==> src/rtl/btxp_pkg.sv <==
`timescale 1ns / 1ps
// ----------------------------------------------------------------------------
// btxp_pkg
// Shared codes and types for the legacy transaction stream parser.
// ----------------------------------------------------------------------------
package btxp_pkg;

    // Field kinds, also used as parser phase codes
    localparam logic [3:0] PH_VERSION   = 4'd0;
    localparam logic [3:0] PH_INCOUNT   = 4'd1;
    localparam logic [3:0] PH_TXID      = 4'd2;
    localparam logic [3:0] PH_PREVIDX   = 4'd3;
    localparam logic [3:0] PH_INSLEN    = 4'd4;
    localparam logic [3:0] PH_INSCRIPT  = 4'd5;
    localparam logic [3:0] PH_SEQ       = 4'd6;
    localparam logic [3:0] PH_OUTCOUNT  = 4'd7;
    localparam logic [3:0] PH_AMOUNT    = 4'd8;
    localparam logic [3:0] PH_OUTSLEN   = 4'd9;
    localparam logic [3:0] PH_OUTSCRIPT = 4'd10;
    localparam logic [3:0] PH_LOCK      = 4'd11;
    localparam logic [3:0] PH_DISCARD   = 4'd12;

    // Events
    localparam logic [1:0] EV_NONE     = 2'd0;
    localparam logic [1:0] EV_INPUT    = 2'd1;
    localparam logic [1:0] EV_OUTPUT   = 2'd2;
    localparam logic [1:0] EV_TX       = 2'd3;

    // Status
    localparam logic [1:0] ST_BUSY     = 2'd0;
    localparam logic [1:0] ST_OK       = 2'd1;
    localparam logic [1:0] ST_ERROR    = 2'd2;

    // Field sizes
    localparam logic [5:0] TXID_BYTES  = 6'd32;
    localparam logic [5:0] WORD_BYTES  = 6'd4;
    localparam logic [5:0] AMT_BYTES   = 6'd8;

    // CompactSize prefixes
    localparam logic [7:0] CS_PFX_16   = 8'hfd;
    localparam logic [7:0] CS_PFX_32   = 8'hfe;

    typedef struct packed {
        logic [3:0]  phase;
        logic [5:0]  fbc;       // bytes of current field seen
        logic [3:0]  vlen;      // CompactSize extra byte count
        logic [63:0] acc;       // little-endian accumulator
        logic [63:0] rem;       // inputs/outputs left
        logic [63:0] idx;       // current input/output index
        logic [63:0] sleft;     // script bytes left
    } t_state;

    typedef struct packed {
        logic [3:0]  field_kind;
        logic [7:0]  byte_out;
        logic [63:0] decoded_value;
        logic        field_end;
        logic [1:0]  event_kind;
        logic [63:0] element_number;
        logic [1:0]  status;
    } t_result;

endpackage

==> src/rtl/btxp_step.sv <==
`timescale 1ns / 1ps
// ----------------------------------------------------------------------------
// btxp_step
// Next-state and result logic for one transaction byte.
// ----------------------------------------------------------------------------
module btxp_step (
    input  btxp_pkg::t_state  i_state,
    input  logic [7:0]        i_byte,
    input  logic              i_last,
    output btxp_pkg::t_state  o_state,
    output btxp_pkg::t_result o_result
);

    logic [5:0]  w_fbc_inc;
    logic [5:0]  w_fbc_dec;
    logic [63:0] w_rem_dec;
    logic        w_rem_more;
    logic [63:0] w_sleft_dec;
    logic        w_sleft_last;
    logic [63:0] w_idx_inc;

    assign w_fbc_inc    = i_state.fbc + 6'd1;
    assign w_fbc_dec    = i_state.fbc - 6'd1;
    assign w_rem_dec    = i_state.rem - 64'd1;
    assign w_rem_more   = (i_state.rem != 64'd1);
    assign w_sleft_dec  = i_state.sleft - 64'd1;
    assign w_sleft_last = (i_state.sleft == 64'd1);
    assign w_idx_inc    = i_state.idx + 64'd1;

    always_comb begin
        btxp_pkg::t_state n;
        logic [3:0]  cur;
        logic [63:0] dec;
        logic        fend;
        logic [1:0]  ev;
        logic [1:0]  st;
        logic        cs_done;
        logic [63:0] cs_val;
        logic [2:0]  lane;
        logic [5:0]  flen;

        n       = i_state;
        cur     = i_state.phase;
        dec     = '0;
        fend    = 1'b0;
        ev      = btxp_pkg::EV_NONE;
        st      = btxp_pkg::ST_BUSY;
        cs_done = 1'b0;
        cs_val  = '0;
        lane    = i_state.fbc[2:0];
        flen    = btxp_pkg::WORD_BYTES;

        unique case (i_state.phase)
            btxp_pkg::PH_VERSION, btxp_pkg::PH_PREVIDX, btxp_pkg::PH_SEQ,
            btxp_pkg::PH_AMOUNT, btxp_pkg::PH_LOCK: begin
                n.acc[{lane, 3'b000} +: 8] = i_state.acc[{lane, 3'b000} +: 8] | i_byte;
                n.fbc = w_fbc_inc;
                dec   = n.acc;
                if (i_state.phase == btxp_pkg::PH_AMOUNT) begin
                    flen = btxp_pkg::AMT_BYTES;
                end
                if (w_fbc_inc >= flen) begin
                    fend  = 1'b1;
                    n.fbc = '0;
                    n.acc = '0;
                    case (i_state.phase)
                        btxp_pkg::PH_VERSION: n.phase = btxp_pkg::PH_INCOUNT;
                        btxp_pkg::PH_PREVIDX: n.phase = btxp_pkg::PH_INSLEN;
                        btxp_pkg::PH_AMOUNT:  n.phase = btxp_pkg::PH_OUTSLEN;
                        btxp_pkg::PH_SEQ: begin
                            ev      = btxp_pkg::EV_INPUT;
                            n.idx   = w_idx_inc;
                            n.rem   = w_rem_dec;
                            n.phase = w_rem_more ? btxp_pkg::PH_TXID
                                                 : btxp_pkg::PH_OUTCOUNT;
                        end
                        default: ;
                    endcase
                end
            end
            btxp_pkg::PH_TXID: begin
                n.fbc = w_fbc_inc;
                if (w_fbc_inc >= btxp_pkg::TXID_BYTES) begin
                    fend    = 1'b1;
                    n.fbc   = '0;
                    n.phase = btxp_pkg::PH_PREVIDX;
                end
            end
            btxp_pkg::PH_INCOUNT, btxp_pkg::PH_INSLEN, btxp_pkg::PH_OUTCOUNT,
            btxp_pkg::PH_OUTSLEN: begin
                if (i_state.fbc == 6'd0) begin
                    // prefix byte
                    if (i_byte < btxp_pkg::CS_PFX_16) begin
                        cs_done = 1'b1;
                        cs_val  = {56'd0, i_byte};
                    end else begin
                        if (i_byte == btxp_pkg::CS_PFX_16) begin
                            n.vlen = 4'd2;
                        end else if (i_byte == btxp_pkg::CS_PFX_32) begin
                            n.vlen = 4'd4;
                        end else begin
                            n.vlen = 4'd8;
                        end
                        n.acc = '0;
                        n.fbc = 6'd1;
                    end
                end else begin
                    lane = w_fbc_dec[2:0];
                    n.acc[{lane, 3'b000} +: 8] = i_state.acc[{lane, 3'b000} +: 8] | i_byte;
                    n.fbc = w_fbc_inc;
                    dec   = n.acc;
                    if (w_fbc_inc >= ({2'b00, i_state.vlen} + 6'd1)) begin
                        cs_done = 1'b1;
                        cs_val  = n.acc;
                    end
                end
                if (cs_done) begin
                    fend   = 1'b1;
                    dec    = cs_val;
                    n.fbc  = '0;
                    n.vlen = '0;
                    n.acc  = '0;
                    case (i_state.phase)
                        btxp_pkg::PH_INCOUNT: begin
                            n.rem   = cs_val;
                            n.idx   = '0;
                            n.phase = (cs_val != 64'd0) ? btxp_pkg::PH_TXID
                                                        : btxp_pkg::PH_OUTCOUNT;
                        end
                        btxp_pkg::PH_OUTCOUNT: begin
                            n.rem   = cs_val;
                            n.idx   = '0;
                            n.phase = (cs_val != 64'd0) ? btxp_pkg::PH_AMOUNT
                                                        : btxp_pkg::PH_LOCK;
                        end
                        btxp_pkg::PH_INSLEN: begin
                            n.sleft = cs_val;
                            n.phase = (cs_val != 64'd0) ? btxp_pkg::PH_INSCRIPT
                                                        : btxp_pkg::PH_SEQ;
                        end
                        default: begin
                            n.sleft = cs_val;
                            if (cs_val != 64'd0) begin
                                n.phase = btxp_pkg::PH_OUTSCRIPT;
                            end else begin
                                ev      = btxp_pkg::EV_OUTPUT;
                                n.idx   = w_idx_inc;
                                n.rem   = w_rem_dec;
                                n.phase = w_rem_more ? btxp_pkg::PH_AMOUNT
                                                     : btxp_pkg::PH_LOCK;
                            end
                        end
                    endcase
                end
            end
            btxp_pkg::PH_INSCRIPT: begin
                n.sleft = w_sleft_dec;
                if (w_sleft_last) begin
                    fend    = 1'b1;
                    n.phase = btxp_pkg::PH_SEQ;
                end
            end
            btxp_pkg::PH_OUTSCRIPT: begin
                n.sleft = w_sleft_dec;
                if (w_sleft_last) begin
                    fend    = 1'b1;
                    ev      = btxp_pkg::EV_OUTPUT;
                    n.idx   = w_idx_inc;
                    n.rem   = w_rem_dec;
                    n.phase = w_rem_more ? btxp_pkg::PH_AMOUNT : btxp_pkg::PH_LOCK;
                end
            end
            default: begin
                cur = btxp_pkg::PH_DISCARD;
                st  = btxp_pkg::ST_ERROR;
            end
        endcase

        // end-of-buffer handling
        if (cur == btxp_pkg::PH_DISCARD) begin
            if (i_last) begin
                n       = '0;
                n.phase = btxp_pkg::PH_VERSION;
            end
        end else if (cur == btxp_pkg::PH_LOCK && fend) begin
            n = '0;
            if (i_last) begin
                ev      = btxp_pkg::EV_TX;
                st      = btxp_pkg::ST_OK;
                n.phase = btxp_pkg::PH_VERSION;
            end else begin
                st      = btxp_pkg::ST_ERROR;
                n.phase = btxp_pkg::PH_DISCARD;
            end
        end else if (i_last) begin
            st      = btxp_pkg::ST_ERROR;
            n       = '0;
            n.phase = btxp_pkg::PH_VERSION;
        end

        o_state                 = n;
        o_result.field_kind     = cur;
        o_result.byte_out       = i_byte;
        o_result.decoded_value  = dec;
        o_result.field_end      = fend;
        o_result.event_kind     = ev;
        o_result.element_number = i_state.idx;
        o_result.status         = st;
    end

endmodule

==> src/rtl/bitcoin_tx_stream_parser.sv <==
`timescale 1ns / 1ps
// ----------------------------------------------------------------------------
// bitcoin_tx_stream_parser
// Byte-stream parser for serialized legacy transactions.
// ----------------------------------------------------------------------------
// Takes one transaction byte per transaction on the input channel and returns
// one tagged result per byte: field kind, the byte itself, the decoded
// little-endian or CompactSize value, field end, input/output/tx completion
// events, the current element index and a status. Throughput is one byte per
// clock while the result channel is not stalled; each byte passes through the
// input register, then through the parser update logic into the result
// register. Updating the parser state for a single byte at a time is what
// sets that rate. A result waiting on the output does not block the input
// register from filling. Bytes after a lock time without the last-byte mark
// are reported as discarded with status error until the next marked byte.
// ----------------------------------------------------------------------------
module bitcoin_tx_stream_parser (
    input  logic        i_clk,
    input  logic        i_rst_n,
    // input channel
    input  logic        i_valid,
    output logic        o_ready,
    input  logic [7:0]  i_data_byte,
    input  logic        i_last_byte,
    // result channel
    output logic        o_valid,
    input  logic        i_ready,
    output logic [3:0]  o_field_kind,
    output logic [7:0]  o_byte_out,
    output logic [63:0] o_decoded_value,
    output logic        o_field_end,
    output logic [1:0]  o_event_kind,
    output logic [63:0] o_element_number,
    output logic [1:0]  o_status
);

    // input register
    logic       r_in_valid;
    logic [7:0] r_in_byte;
    logic       r_in_last;

    // parser state
    btxp_pkg::t_state  r_state;
    btxp_pkg::t_state  n_state;

    // result register
    logic              r_out_valid;
    btxp_pkg::t_result r_result;
    btxp_pkg::t_result n_result;

    logic w_advance;

    // Byte moves from input register to result register when the result slot
    // is free or being drained this cycle.
    assign w_advance = r_in_valid && (!r_out_valid || i_ready);
    assign o_ready   = !r_in_valid || w_advance;

    btxp_step u_step (
        .i_state  (r_state),
        .i_byte   (r_in_byte),
        .i_last   (r_in_last),
        .o_state  (n_state),
        .o_result (n_result)
    );

    always_ff @(posedge i_clk) begin
        if (!i_rst_n) begin
            r_in_valid <= 1'b0;
        end else if (o_ready) begin
            r_in_valid <= i_valid;
        end
    end

    always_ff @(posedge i_clk) begin
        if (o_ready && i_valid) begin
            r_in_byte <= i_data_byte;
            r_in_last <= i_last_byte;
        end
    end

    // Parser state only moves when a byte is committed to the result register.
    always_ff @(posedge i_clk) begin
        if (!i_rst_n) begin
            r_state <= '{phase: btxp_pkg::PH_VERSION, default: '0};
        end else if (w_advance) begin
            r_state <= n_state;
        end
    end

    always_ff @(posedge i_clk) begin
        if (!i_rst_n) begin
            r_out_valid <= 1'b0;
        end else if (w_advance) begin
            r_out_valid <= 1'b1;
        end else if (i_ready) begin
            r_out_valid <= 1'b0;
        end
    end

    always_ff @(posedge i_clk) begin
        if (w_advance) begin
            r_result <= n_result;
        end
    end

    assign o_valid          = r_out_valid;
    assign o_field_kind     = r_result.field_kind;
    assign o_byte_out       = r_result.byte_out;
    assign o_decoded_value  = r_result.decoded_value;
    assign o_field_end      = r_result.field_end;
    assign o_event_kind     = r_result.event_kind;
    assign o_element_number = r_result.element_number;
    assign o_status         = r_result.status;

endmodule

==> config.mk <==
export PLATFORM = sky130hd
export DESIGN_NAME = bitcoin_tx_stream_parser
export DESIGN_NICKNAME = d
export VERILOG_FILES = /design/src/rtl/btxp_pkg.sv /design/src/rtl/btxp_step.sv /design/src/rtl/bitcoin_tx_stream_parser.sv
export SDC_FILE = /design/constraint.sdc
export NUM_CORES = 2
export LEC_CHECK = 0
export ABC_AREA = 1
export BUFFER_PORTS_ARGS = -buffer_cell sky130_fd_sc_hd__buf_2
export CAP_MARGIN = 40
export CORE_MARGIN = 3
export CORE_UTILIZATION = 30
export DETAILED_ROUTE_END_ITERATION = 7
export GPL_TIMING_DRIVEN = 0
export PLACE_DENSITY_LB_ADDON = 0.05
export SYNTH_ARGS = -nofsm -noshare
export SYNTH_HDL_FRONTEND = slang
export SYNTH_SLANG_ARGS = --single-unit
==> constraint.sdc <==
create_clock -name i_clk -period 3.9 [get_ports i_clk]
set_clock_uncertainty 0.2 [all_clocks]
set_input_delay 0.195 -clock i_clk [delete_from_list [all_inputs] [get_ports i_clk]]
set_output_delay 0.195 -clock i_clk [all_outputs]
set_load 0.005 [all_outputs]
# Word level (Yosys, flattened, before mapping)

Index checks and enable logic that the tools add are counted.

Flip-flop bits (word level): 426
Bits of input ports: 13
Word-level logic and storage cells: 145

Add/sub/neg operators: 8
$lt $le $gt $ge: 4
Equal/unequal tests: 17
Shift operators: 6
Muxes and demuxes: 73
Bitwise logic cells: 2
Reductions and logical operators: 17

Operator list:

| operator               | number |
|---|---|
| $mux 270               | 4 |
| $mux 64                | 7 |
| $mux 128               | 3 |
| $pmux 128 s3           | 1 |
| $pmux 64 s2            | 3 |
| $pmux 128 s2           | 1 |
| $mux 192               | 1 |
| $bwmux 64              | 2 |
| $shift 8x8->64 const A | 2 |
| $shiftx 64x7->8        | 2 |
| $shiftx 8x8->64        | 2 |
| $sub 64x1->64 const B  | 2 |
| $mux 74                | 1 |
| $add 64x1->64 const B  | 1 |
| $eq 64x1->1 const B    | 1 |
| $ne 64x1->1 const B    | 1 |
| $reduce_bool 64->1     | 1 |
| $mux 4                 | 10 |
| $mux 2                 | 15 |
| $eq 4x4->1 const B     | 6 |
| $mux 10                | 2 |
| $pmux 4 s5             | 1 |
| $pmux 6 s3             | 1 |
| $eq 4x3->1 const B     | 4 |
| 30 further kinds       | 53 |

# Longest topological paths before layout

Word-level depth: 16
Mapped depth: 31
Mapped depth without buffers: 28

# Hierarchy

A second synthesis with hierarchy kept.

Cells, all modules: 6916
Area total of the unflattened synthesis: 40627.7 µm²

By module, submodules not included:

| module                   | instances | cells each | area each (µm²) | sequential area each (µm²) |
|---|---|---|---|---|
| btxp_step                | 1         | 4980       | 23824.1         | 0.0 |
| bitcoin_tx_stream_parser | 1         | 1936       | 16803.6         | 10069.7 |

# Worst setup path before layout

No wires, ideal clock.

Path type: register -> register
From: reg r_out_valid, in the netlist o_valid
To: reg r_state[260] (netlist bit)
Arrival: 4.012 ns
Path slack: -0.397 ns
Cell stages (with the launch flop): 7
Period minus slack after synthesis: 4.297 ns
Cells stage by stage: dfxtp_1 nand2_1 nand2_1 clkbuf_1 inv_1 a21oi_1 nor3_1

Word-level cells in the longest chain between the ends: 3

Ends and longest elaborated chain:

| element                | line                           | text |
|---|---|---|
| from (decl)            | bitcoin_tx_stream_parser.sv:47 | `logic r_out_valid;` |
| from (signal assigned) | bitcoin_tx_stream_parser.sv:92 | `r_out_valid <= 1'b0;` |
| from (signal assigned) | bitcoin_tx_stream_parser.sv:94 | `r_out_valid <= 1'b1;` |
| from (signal assigned) | bitcoin_tx_stream_parser.sv:96 | `r_out_valid <= 1'b0;` |
| $logic_not 1->1        | bitcoin_tx_stream_parser.sv:55 | `assign w_advance = r_in_valid && (!r_out_valid \|\| i_ready);` |
| $logic_or 1x1->1       | bitcoin_tx_stream_parser.sv:55 |  |
| $logic_and 1x1->1      | bitcoin_tx_stream_parser.sv:55 |  |
| via w_advance          | bitcoin_tx_stream_parser.sv:51 | `logic w_advance;` |
| to (signal assigned)   | bitcoin_tx_stream_parser.sv:86 | `r_state <= n_state;` |
| to (decl)              | bitcoin_tx_stream_parser.sv:43 | `btxp_pkg::t_state r_state;` |

The timed path passes the listed nets, and every way through them passes these cells.
A chain may end at the register's enable or synchronous reset.

# Worst setup path after layout

From: reg r_state[260] (netlist bit)
To: reg r_state[84] (netlist bit)

Word-level cells in the longest chain between the ends: 16

Ends and longest elaborated chain:

| element            | line                               | text |
|---|---|---|
| $sub 3x1->3        | btxp_step.sv:23                    | `assign w_fbc_dec = i_state.fbc - 6'd1;` |
| $shiftx 64x7->8    | btxp_step.sv:109                   | `n.acc[{lane, 3'b000} +: 8] = i_state.acc[{lane, 3'b000} +: 8] \| i_byte;` |
| $or 8x8->8         | btxp_step.sv:109                   |  |
| $shiftx 8x8->64    | btxp_step.sv:109                   |  |
| $bwmux 64          | btxp_step.sv:109                   |  |
| $mux 64            | btxp_step.sv:112                   | `if (w_fbc_inc >= ({2'b00, i_state.vlen} + 6'd1)) begin` |
| $mux 64            | btxp_step.sv:91                    | `if (i_state.fbc == 6'd0) begin` |
| $mux 64            | btxp_step.sv:53                    | `unique case (i_state.phase)` |
| $reduce_bool 64->1 | btxp_step.sv:143                   | `if (cs_val != 64'd0) begin` |
| $mux 128           | btxp_step.sv:143                   |  |
| $pmux 128 s2       | btxp_step.sv:123                   | `case (i_state.phase)` |
| $mux 270           | btxp_step.sv:117                   | `if (cs_done) begin` |
| $pmux 128 s3       | btxp_step.sv:53                    |  |
| $mux 270           | btxp_step.sv:181, btxp_step.sv:195 |  |
| $mux 270           | btxp_step.sv:185                   | `end else if (cur == btxp_pkg::PH_LOCK && fend) begin` |
| $mux 270 (*)       | btxp_step.sv:180                   | `if (cur == btxp_pkg::PH_DISCARD) begin` |

Mark *: on every way between the ends. The rest lies on a longest branch, timed or not. The select of a mux whose other input is x is not followed.

==> results.py <==
metrics = {
    "synthesis": {
        "synth_largest_area_cell": "dfxtp_1",
        "async_reset_ff_frac": 0,
        "ys_ff_latch": 426,
        "synth-main-ff-cell": "dfxtp_1",
        "netlist.area_leader.share": 0.158,
        "synth_edf_count": 154,
        "ys_types": 57,
        "synthesis.nets": 5587,
        "yosysSeqAreaShare": 0.292,
        "synth_area_leaders": "dfxtp_1, nand2_1, edfxtp_1",
        "syn_area_um2": 34400,
        "ys_warn_count": 0,
        "syn_inst": 5552,
        "syn_avg_cell_area_um2": 6.20,
    },
    "placement": {
        "finalWeightedCongestion": 1.00,
        "dp.cells": 7268,
        "port-buffer-count": 159,
        "dp_hpwl_um": 158000,
        "place_ws_ns": -3.03,
    },
    "setup_path": {
        "start_kind": "register",
        "crit_top_cell": "nand2_1",
        "ff2ff_path_depth": 30,
        "r2r_slack_ns": -0.49,
        "r2r_end": "r_state[84]",
        "path_class": "register to register",
        "cpMaxStageDelayCell": "dfxtp_4",
        "r2r_start": "r_state[260]",
        "cp_slowest_stage_delay_ns": 0.47,
        "crit_path_end_kind": "register",
        "cp.required_ns": 4.32,
        "crit_arrival_ns": 4.81,
        "cp_max_fo": 10,
    },
    "power_and_ir_drop": {
        "ir_drop_mv": 0.361,
        "p_leak_nw": 18.7,
        "power_density_nw_per_um2": 288,
    },
    "clocking": {
        "cts_max_level": 2,
        "clk_pin_slew_ns": 0.07,
        "clock_path_buffers": 3,
        "cts_made_buffers": 56,
        "insertion_delay_ns": 0.72,
        "cts.sinks": 426,
        "root_buffer": "clkbuf_16",
        "cts_tree": "done",
    },
    "layout": {
        "post-route-util": 0.397,
        "fillCellCount": 12500,
        "area_growth_syn_to_layout_pct": 30.4,
        "layout-drive-gt1-share": 0.179,
        "final_cells": 7536,
        "final_nets": 6015,
    },
    "die": {
        "io_pins": 160,
        "row_count": 123,
        "die_x_um": 345,
        "die-height_um": 345,
        "core_um2": 113000,
        "initial_core_util": 0.304,
        "fp.dieArea_um2": 119000,
    },
    "sta": {
        "fin_crit_ns": 4.39,
        "max_slew_margin": 0.321,
        "hold_viol_final": 0,
        "fmax_mhz": 228,
        "rsz0062_at_grt": "yes",
        "fin_ws_ns": -0.488,
        "final-setup-viol-count": 206,
        "fin_setup_tns_ns": -61.19,
        "hold_slack_ns": 0.0856,
        "period_share": 1.13,
        "drv_slew": 0,
        "worst_pin_slew_ns": 1.01,
    },
    "grt": {
        "grt_max_degree": 39,
        "grt_pass1_wl_um": 291000,
        "grt_overflow": 0,
        "antenna_found_initial": 19,
        "grt_pass1_vias": 39300,
        "grtUsageTotal": 0.337,
    },
    "routing": {
        "wl_um": 209000,
        "drt_first_pass_iters": 6,
        "wl_met1_um": 88800,
        "ant_nets": 0,
        "wl_met3_um": 19300,
        "wl_met2_um": 89900,
        "viasPerCell": 5.74,
        "top_layer": "met5",
        "wl_per_cell_um": 27.8,
        "drc": 0,
        "vias": 43300,
        "first_iter_violations": 4866,
    },
    "hold_path": {
        "min_from": "i_last_byte",
        "hp-class": "input port to register",
        "holdPathStages": 2,
        "hold_end": "r_in_last",
    },
    "status": {
        "status": "finished with violations",
        "failed_checks": "negative setup slack",
    },
    "job": {
        "maxCapViolCount": 0,
    },
}
[metrics by stage]
stage / area, um2 / power (W)
global placement: 37100 / 0.00644
floorplan: 34500 / 0.00564
detailed placement: 37900 / 0.00646
finish: 44900 / 0.0129
CTS: 43100 / 0.0128
global route: 44900 / 0.0133
[cells in the mapped netlist (17+ instances only)]
library cell  number
o211ai_1         103
nor2_1           603
o221ai_1          39
a221oi_1          78
a21oi_1          572
nand2_1         1270
xor2_1           128
a32o_1            17
o21ai_0          356
inv_1            586
nand4_1           78
nand3_1          508
buf_1             24
ha_1              22
nor4_1            30
buf_2             60
clkbuf_1         306
edfxtp_1         154
a311oi_1          36
inv_2             28
nor3_1            92
dfxtp_1          272
o32ai_1           22
[state kept, by name, indices dropped and copies added, names as in the netlist]
name and count:
o_event_kind 2, r_in_last 1, o_status 2, o_field_end 1
o_valid 1, o_byte_out 8, o_field_kind 4, r_state 270
o_element_number 64, r_in_valid 1, r_in_byte 8, o_decoded_value 64
[cell type report]
| cell class | count | area, um2 | share of cell area |
|---|---|---|---|
| Antenna cell | 8 | 20.0 | 0.000446 |
| Tap cell | 1500 | 1880 | 0.0418 |
| Inverter | 621 | 2400 | 0.0534 |
| Buffer | 399 | 2390 | 0.0531 |
| Sequential cell | 426 | 10100 | 0.224 |
| Clock inverter | 37 | 549 | 0.0122 |
| Timing Repair Buffer | 372 | 3180 | 0.0708 |
| Clock buffer | 69 | 1480 | 0.0330 |
| Multi-Input combinational cell | 4104 | 22900 | 0.511 |
[cells in the final DEF (no fill, tap or decap), drive strengths merged, types with 17 or more instances in the layout]
cell / n
clkbuf: 383
a311oi: 36
a32o: 17
nor3: 96
dfxtp: 272
o221ai: 39
buf: 436
nand3: 514
clkinv: 28
a21oi: 574
a221oi: 78
nand2: 1275
inv: 614
dlygate4sd3: 20
nand4: 78
o32ai: 22
o21ai: 360
edfxtp: 154
o211ai: 103
ha: 22
xor2: 128
nor2: 611
nor4: 30
[layer usage]
| layer | vias up | global-route usage |
|---|---|---|
| met5 | - | 0 |
| met4 | 6 | 0.151 |
| met3 | 519 | 0.0701 |
| met2 | 2281 | 0.515 |
| met1 | 20800 | 0.457 |
| li1 | 19700 | - |
[cell families after synthesis]
logic type               after synthesis  share of synthesized area
AO/OA/AOI/OAI                       1322                      0.229
flip-flops                           426                      0.292
AND/OR/NAND/NOR                     2627                      0.321
buffers and inverters               1023                      0.116
XOR/XNOR                             132                     0.0336
adder cells (fa/ha/maj)               22                    0.00799
[worst max path at each step]
| stage | from | end | slack, ns | depth (start not counted) |
|---|---|---|---|---|
| 3_3_place_gp | r_state[261] | r_state[120] | -3.34 | 25 |
| 5_1_grt | r_state[260] | r_state[176] | -0.62 | 28 |
| 3_5_place_dp | r_state[261] | r_state[112] | -3.03 | 29 |
| 6_report | r_state[260] | r_state[84] | -0.49 | 30 |
| 4_1_cts | r_state[261] | r_state[100] | -0.44 | 28 |
| 2_1_floorplan | r_state[261] | r_state[102] | 0.005 | 29 |
[where the power goes]
group	internal, W	switching [W]	leakage, nW
combinational	0.000729	0.00158	14.0
clock	0.00345	0.00240	0.976
sequential	0.00471	0.0000684	3.68
[worst max-delay path, delay by kind of cell, from the launching register on]
family	cells	cell delay [ns]
compound gates	1	0.12
fa+ha+maj	1	0.39
buf+inv	10	1.27
flops	1	0.47
simple gates	18	1.80
[timing repair]
action,4_1_cts,5_1_grt
pin swaps,69,195
gates resized for setup,507,372
hold endpoints to repair,58,0
setup endpoints to repair,339,308
gates cloned,13,6
hold buffers,20,0
setup buffers,86,33
Power figures use the tool's default switching activity.
